File: config.mk
export PLATFORM = sky130hd
export DESIGN_NAME = nearest_xterm256_color
export DESIGN_NICKNAME = d
export VERILOG_FILES = /design/src/sv/xt256_pkg.sv /design/src/sv/xt256_cube.sv /design/src/sv/xt256_gray_cell.sv /design/src/sv/nearest_xterm256_color.sv
export SDC_FILE = /design/constraint.sdc
export NUM_CORES = 2
export LEC_CHECK = 0
export BUFFER_PORTS_ARGS = -buffer_cell sky130_fd_sc_hd__buf_2
export CAP_MARGIN = 0
export CELL_PAD_IN_SITES_DETAIL_PLACEMENT = 1
export CELL_PAD_IN_SITES_GLOBAL_PLACEMENT = 1
export CORE_MARGIN = 2
export CORE_UTILIZATION = 40
export CTS_BUF_LIST = sky130_fd_sc_hd__clkbuf_8
export DETAILED_ROUTE_END_ITERATION = 16
export PLACE_DENSITY = 0.75
export SYNTH_ARGS = -nofsm -noshare
export SYNTH_HDL_FRONTEND = slang
export SYNTH_SLANG_ARGS = --single-unit
File: constraint.sdc
create_clock -name clk -period 16.2 [get_ports clk]
set_input_delay 4.86 -clock clk [delete_from_list [all_inputs] [get_ports clk]]
set_output_delay 4.86 -clock clk [all_outputs]
set_load 0.05 [all_outputs]
File: src/sv/xt256_pkg.sv
// ----------------------------------------------------------------------------
// xt256_pkg: shared types and helpers for the nearest palette match
// Holds the pipeline item type, palette constants and small channel helpers.
// ----------------------------------------------------------------------------
package xt256_pkg;

  localparam int CubeFirstIndex = 16;
  localparam int CubeRowStride  = 36;
  localparam int CubeColStride  = 6;
  localparam int GrayFirstIndex = 232;
  localparam int GrayCount      = 24;
  localparam int GrayBase       = 8;
  localparam int GrayStep       = 10;

  // Level codes of the color cube, one per channel
  typedef enum logic [2:0] {
    LVL_0   = 3'd0,
    LVL_95  = 3'd1,
    LVL_135 = 3'd2,
    LVL_175 = 3'd3,
    LVL_215 = 3'd4,
    LVL_255 = 3'd5
  } cube_lvl_t;

  // One item as it travels down the chain: the color and the best match so far
  typedef struct packed {
    logic [7:0] red;
    logic [7:0] green;
    logic [7:0] blue;
    logic [7:0] idx;
    logic [9:0] diff_sum;
  } xt_item_t;

  function automatic logic [7:0] abs_diff(input logic [7:0] a, input logic [7:0] b);
    abs_diff = (a > b) ? (a - b) : (b - a);
  endfunction

  // Nearest cube level of one channel; on a tie the lower level wins
  function automatic cube_lvl_t cube_nearest(input logic [7:0] v);
    cube_lvl_t code;
    if (v <= 8'd47) begin
      code = LVL_0;
    end else if (v <= 8'd115) begin
      code = LVL_95;
    end else if (v <= 8'd155) begin
      code = LVL_135;
    end else if (v <= 8'd195) begin
      code = LVL_175;
    end else if (v <= 8'd235) begin
      code = LVL_215;
    end else begin
      code = LVL_255;
    end
    cube_nearest = code;
  endfunction

  function automatic logic [7:0] cube_level(input cube_lvl_t code);
    logic [7:0] lvl;
    case (code)
      LVL_0:   lvl = 8'd0;
      LVL_95:  lvl = 8'd95;
      LVL_135: lvl = 8'd135;
      LVL_175: lvl = 8'd175;
      LVL_215: lvl = 8'd215;
      LVL_255: lvl = 8'd255;
      default: lvl = 8'd0;
    endcase
    cube_level = lvl;
  endfunction

endpackage

File: src/sv/xt256_cube.sv
// ----------------------------------------------------------------------------
// xt256_cube: head cell of the match chain
// Finds the nearest color cube entry; distance is separable per channel.
// ----------------------------------------------------------------------------
module xt256_cube (
  input  logic               clk,
  input  logic               rst,
  input  logic               load,
  input  logic               in_valid,
  input  logic [7:0]         red,
  input  logic [7:0]         green,
  input  logic [7:0]         blue,
  output logic               valid,
  output xt256_pkg::xt_item_t item
);
  import xt256_pkg::*;

  cube_lvl_t r_code;
  cube_lvl_t g_code;
  cube_lvl_t b_code;
  xt_item_t  item_next;

  always_comb begin
    r_code = cube_nearest(red);
    g_code = cube_nearest(green);
    b_code = cube_nearest(blue);
    item_next.red   = red;
    item_next.green = green;
    item_next.blue  = blue;
    item_next.idx   = 8'(CubeFirstIndex)
                    + 8'(CubeRowStride) * {5'd0, r_code}
                    + 8'(CubeColStride) * {5'd0, g_code}
                    + {5'd0, b_code};
    item_next.diff_sum = 10'(abs_diff(red, cube_level(r_code)))
                       + 10'(abs_diff(green, cube_level(g_code)))
                       + 10'(abs_diff(blue, cube_level(b_code)));
  end

  always_ff @(posedge clk) begin
    if (rst) begin
      valid <= 1'b0;
    end else if (load) begin
      valid <= in_valid;
    end
  end

  // Payload needs no reset
  always_ff @(posedge clk) begin
    if (load) begin
      item <= item_next;
    end
  end

endmodule

File: src/sv/xt256_gray_cell.sv
// ----------------------------------------------------------------------------
// xt256_gray_cell: one gray ramp entry of the match chain
// Compares the item with its gray level and keeps the nearer match.
// ----------------------------------------------------------------------------
module xt256_gray_cell #(
  parameter int Position = 0
) (
  input  logic               clk,
  input  logic               rst,
  input  logic               load,
  input  logic               in_valid,
  input  xt256_pkg::xt_item_t in_item,
  output logic               valid,
  output xt256_pkg::xt_item_t item
);
  import xt256_pkg::*;

  localparam logic [7:0] Level = 8'(GrayBase + GrayStep * Position);
  localparam logic [7:0] Index = 8'(GrayFirstIndex + Position);

  logic [9:0] cand_sum;
  xt_item_t   item_next;

  always_comb begin
    cand_sum = 10'(abs_diff(in_item.red, Level))
             + 10'(abs_diff(in_item.green, Level))
             + 10'(abs_diff(in_item.blue, Level));
    item_next = in_item;
    // strict compare: an earlier (lower) index keeps a tie
    if (cand_sum < in_item.diff_sum) begin
      item_next.idx      = Index;
      item_next.diff_sum = cand_sum;
    end
  end

  always_ff @(posedge clk) begin
    if (rst) begin
      valid <= 1'b0;
    end else if (load) begin
      valid <= in_valid;
    end
  end

  always_ff @(posedge clk) begin
    if (load) begin
      item <= item_next;
    end
  end

endmodule

File: src/sv/nearest_xterm256_color.sv
// ----------------------------------------------------------------------------
// nearest_xterm256_color: nearest 256-color terminal palette entry
// Matches a 24-bit color against palette entries 16..255 by Manhattan
// distance and returns the nearest index (lowest on ties) and its distance.
// ----------------------------------------------------------------------------
//
//   channel | handshake           | payload
//   --------+---------------------+-----------------------------------
//   in      | in_valid / in_ready | red[7:0] green[7:0] blue[7:0]
//   out     | out_valid/out_ready | palette_index[7:0] distance[9:0]
//
// Rate: one item per clock while out_ready holds; the chain has one cube cell
//   plus one cell for each of the 24 gray ramp entries.
// Reset: clears the valid bit of every cell; the payload registers are not reset.
// Stalls: each cell advances when it is empty or its successor advances, so
//   bubbles close up and input is taken while a result waits at the output
//   as long as some cell of the chain is empty.
// ----------------------------------------------------------------------------
module nearest_xterm256_color (
  input  logic       clk,
  input  logic       rst,
  input  logic       in_valid,
  output logic       in_ready,
  input  logic [7:0] red,
  input  logic [7:0] green,
  input  logic [7:0] blue,
  output logic       out_valid,
  input  logic       out_ready,
  output logic [7:0] palette_index,
  output logic [9:0] distance
);
  import xt256_pkg::*;

  localparam int Stages = GrayCount + 1;

  // Stage 0 is the cube cell, stages 1..GrayCount are the gray cells
  logic     valid [Stages];
  xt_item_t item  [Stages];
  logic     move  [Stages];

  // Advance a stage when it is empty or its successor advances
  generate
    for (genvar s = 0; s < Stages - 1; s++) begin : g_move
      assign move[s] = !valid[s] || move[s + 1];
    end
  endgenerate
  assign move[Stages - 1] = !valid[Stages - 1] || out_ready;

  assign in_ready = move[0];

  // Head cell: nearest cube entry
  xt256_cube u_cube (
    .clk      (clk),
    .rst      (rst),
    .load     (move[0]),
    .in_valid (in_valid),
    .red      (red),
    .green    (green),
    .blue     (blue),
    .valid    (valid[0]),
    .item     (item[0])
  );

  // Gray ramp cells in ascending index order; hand the best match along
  generate
    for (genvar k = 0; k < GrayCount; k++) begin : g_gray
      xt256_gray_cell #(
        .Position (k)
      ) u_cell (
        .clk      (clk),
        .rst      (rst),
        .load     (move[k + 1]),
        .in_valid (valid[k]),
        .in_item  (item[k]),
        .valid    (valid[k + 1]),
        .item     (item[k + 1])
      );
    end
  endgenerate

  // The last cell doubles as the output register
  assign out_valid     = valid[Stages - 1];
  assign palette_index = item[Stages - 1].idx;
  assign distance      = item[Stages - 1].diff_sum;

  // --------------------------------------------------------------------------
  // Assertions
  // --------------------------------------------------------------------------

  // A result never points into the user-defined entries
  a_index_range: assert property (@(posedge clk) disable iff (rst)
    out_valid |-> (palette_index >= 8'(CubeFirstIndex)))
    else $error("palette index below the cube");

  // A gray result carries the distance to its own ramp level
  a_gray_dist: assert property (@(posedge clk) disable iff (rst)
    (out_valid && (palette_index >= 8'(GrayFirstIndex))) |->
      (distance ==
        10'(abs_diff(item[Stages - 1].red,
                     8'(GrayBase) + 8'(GrayStep) * (palette_index - 8'(GrayFirstIndex))))
      + 10'(abs_diff(item[Stages - 1].green,
                     8'(GrayBase) + 8'(GrayStep) * (palette_index - 8'(GrayFirstIndex))))
      + 10'(abs_diff(item[Stages - 1].blue,
                     8'(GrayBase) + 8'(GrayStep) * (palette_index - 8'(GrayFirstIndex))))))
    else $error("gray match distance mismatch");

  // An occupied head cell blocked by its successor keeps its item
  a_head_hold: assert property (@(posedge clk) disable iff (rst)
    (valid[0] && !move[1]) |=> (valid[0] && $stable(item[0])))
    else $error("head cell lost an item under stall");

  // An item taken at the input sits in the head cell next cycle
  a_head_fill: assert property (@(posedge clk) disable iff (rst)
    (in_valid && in_ready) |=> valid[0])
    else $error("accepted item missing from head cell");

endmodule
==> results.ini <==
[status]
status = finished clean

[sta]
post-route-period-util_pct = 78.5
maxSlewHeadroom_pct = 19.0
max_clock_freq_ghz = 0.0786
tightest_slew_ns = 1.22
slew_viol_final = 0
rsz0062_at_grt = no
layout_min_cycle_time_ns = 12.72
fin_skew_ns = 0.0588
hold_viol = 0
setup_viol = 0
finalSetupTns_ns = 0

[floorplanning]
core_um2 = 183000
rows = 157
die_h_um = 434
die-area_um2 = 188000
ios = 48
die_w_um = 434
initial_utilization_pct = 40.3

[placement]
io_buffers = 47
gp_congestion = 0.870
hpwl_um = 146000

[worst_setup_path]
worst_setup_path_end_kind = primary output
path_max_fanout = 45
worstPathRequired_ns = 11.34
cp.arrival_ns = 7.86
r2r_cells = 22
setup.worst_path.end = in_ready
crit_start = out_ready
timing.rr.end = g_gray[19].u_cell.item[1]
critPathKind = input port to primary output
cp-start-kind = input port
r2r_setup_slack_ns = 9.50
timing.rr.start = g_gray[18].u_cell.item[34]

[synth]
synthesis.area_um2 = 73900
ys_top_cells_by_area = edfxtp_1, ha_1, xnor2_1
netlist_instances = 6876
synthDistinctLibCells = 84
ys.flop_type = edfxtp_1
synth-seq-cells = 1051
seq_area_frac_synth_pct = 42.4
async_flop_share_pct = 0
synth_area_per_cell_um2 = 10.7
synth_largest_area_cell = edfxtp_1
ys_warn_count = 0
syn_nets = 7879
synth_edf_count = 1026
netlist.area_leader.share_pct = 41.7

[cts]
cts_setup_buffers = 0
post_cts_resized = 0
numClockSinks = 1051
postCtsHoldBufs = 0
cts_max_path_buffers = 3
insertion_delay_ns = 0.91
cts_root_buf = clkbuf_8
cts_tree = yes
cts_buffers = 180
clkSlewWorstSetupHoldPaths_ns = 0.06
htreeDepth = 4

[min_path]
min_path_type = register to register

[power]
p_sw_share_pct = 39.8
pwr-share-clk_pct = 17.3
p_per_area_nw_per_um2 = 177
p_int_w = 0.00858
p_total_w = 0.0143
ir_drop_mv = 0.119
seqPwrFrac_pct = 30.1
p_switching_w = 0.00568
pwr-share-comb_pct = 52.6
p_leak_nw = 33.5

[global_route]
grt_overflow_total = 0
grt_pass1_vias = 55900
antenna_found_initial = 2
grt.total_usage_pct = 19.9
grt_start_max_net_pins = 46
grt_pass1_wl_um = 302000

[run]
maxCapViolations = 0

[finish]
layout-drive-gt1-share_pct = 8.58
area_growth_pct = 9.07
fin_nets = 8042

[drt]
viasPerCell = 5.42
dr.pass1.iters = 7
drc = 0
drt_iter0_drc = 2794
drtAntennaViolNets = 0
vias = 52300
drt_wl_total_um = 187000
wire_per_inst_um = 19.3

==> critical path, cell delays in order <==
cell	delay, ns
buf_2	0.10
nor2b_1	0.49
nand3_2	0.13
buf_4	0.33
nor4b_4	0.62
nand4_2	0.16
buf_4	0.35
nor3_2	0.36
nand4_1	0.17
buf_2	0.24
==> power groups by stage <==
stage                     Combinational, W  Sequential, W  Clock [W]
after detailed placement           0.00749        0.00434          0
after CTS                          0.00758        0.00429    0.00254
final                              0.00751        0.00429    0.00247
after global placement             0.00709        0.00432          0
after global routing               0.00835        0.00435    0.00264
after floorplan                    0.00569        0.00419          0
==> sequential cells by signal, indices dropped and copies added, names as in the netlist <==
| name | cells |
|---|---|
| g_gray.u_cell.item | 984 |
| g_gray.u_cell.valid | 24 |
| u_cube.item | 42 |
| u_cube.valid | 1 |
==> through the flow <==
stage,hold slack (ns),area (µm²),util [%],worst slack (ns),instances
2_1_floorplan,0.421,73900,-,1.89,6876
6_report,0.458,80600,44.0,3.48,9655
4_1_cts,0.462,80600,44.0,3.45,9653
3_3_place_gp,0.426,77000,42.0,3.63,9321
5_1_grt,0.471,80600,44.0,3.17,9654
3_5_place_dp,0.450,77000,42.0,3.47,9321
==> how the worst min path moves through the flow <==
stage | start | endpoint | cells past startpoint | slack, ns
2_1_floorplan | g_gray[6].u_cell.valid | g_gray[7].u_cell.valid | 2 | 0.42
3_3_place_gp | g_gray[6].u_cell.valid | g_gray[7].u_cell.valid | 2 | 0.43
3_5_place_dp | u_cube.valid | g_gray[0].u_cell.valid | 2 | 0.45
4_1_cts | g_gray[6].u_cell.valid | g_gray[7].u_cell.valid | 2 | 0.46
5_1_grt | g_gray[6].u_cell.valid | g_gray[7].u_cell.valid | 2 | 0.47
6_report | g_gray[6].u_cell.valid | g_gray[7].u_cell.valid | 2 | 0.46
==> synth_stat cells, drive strengths merged, types with 78 or more instances <==
cell type,number
mux2,276
a21o,117
nor3,119
xor2,227
xnor2,455
inv,585
nand3,78
nand2b,258
a21oi,529
o21ai,453
ha,916
edfxtp,1026
nor2,419
nand2,394
mux2i,100
==> kinds of logic (layout without fill, tap and decap cells) <==
group / Yosys count / count (layout) / synth area share (%)
compound gates: 1574 / 1574 / 13.2
other cells: 0 / 2 / 0
mux: 376 / 376 / 5.56
flops: 1051 / 1051 / 42.4
buf+inv: 666 / 979 / 3.52
simple gates: 1552 / 1552 / 10.2
xor+xnor: 682 / 682 / 8.08
fa+ha+maj: 975 / 975 / 17.1
==> layer usage <==
| layer | track usage [%] | wire, µm | up-vias |
|---|---|---|---|
| li1 | - | - | 25300 |
| met1 | 26.1 | 84900 | 25900 |
| met2 | 34.5 | 91300 | 770 |
| met3 | 2.55 | 6060 | 272 |
| met4 | 5.44 | 4250 | 0 |
| met5 | 0 | 0 | - |
==> area by class of cell <==
| type | count | area, µm² |
|---|---|---|
| antenna | 2 | 5.00 |
| fill | 20200 | 103000 |
| multi-input combinational | 5159 | 40000 |
| clock buffer | 195 | 2680 |
| clock inverter | 137 | 948 |
| timing repair buffer | 62 | 348 |
| sequential | 1051 | 31300 |
| tap | 2464 | 3080 |
| inverter | 585 | 2200 |
==> cells in the final DEF (no fill, tap or decap), types with 15 or more instances in the layout <==
cell          n
edfxtp_1   1026
buf_2        47
nand3_1      73
and3_1       30
o21ai_1      16
o2111ai_1    31
ha_1        916
a21o_1      117
a21oi_1     529
buf_4        15
or3_1        20
inv_1       642
nor2_1      418
xnor2_1     455
nand3b_1     17
clkinv_1     36
nor3_1      118
o21bai_1     37
o21a_1       47
nor2b_1      69
o41a_1       24
o41ai_1      59
a211o_1      24
fa_1         59
clkinv_2     21
nor4_1       15
dfxtp_1      25
xor2_1      227
a31oi_1      38
clkbuf_8    195
a211oi_1     72
o31ai_1      26
and2_1       76
mux2_2      271
nand2b_1    258
nand2_1     388
nand4_1      16
o21ai_0     437
mux2i_1     100
Note: power is estimated with default switching activity, not from simulation.
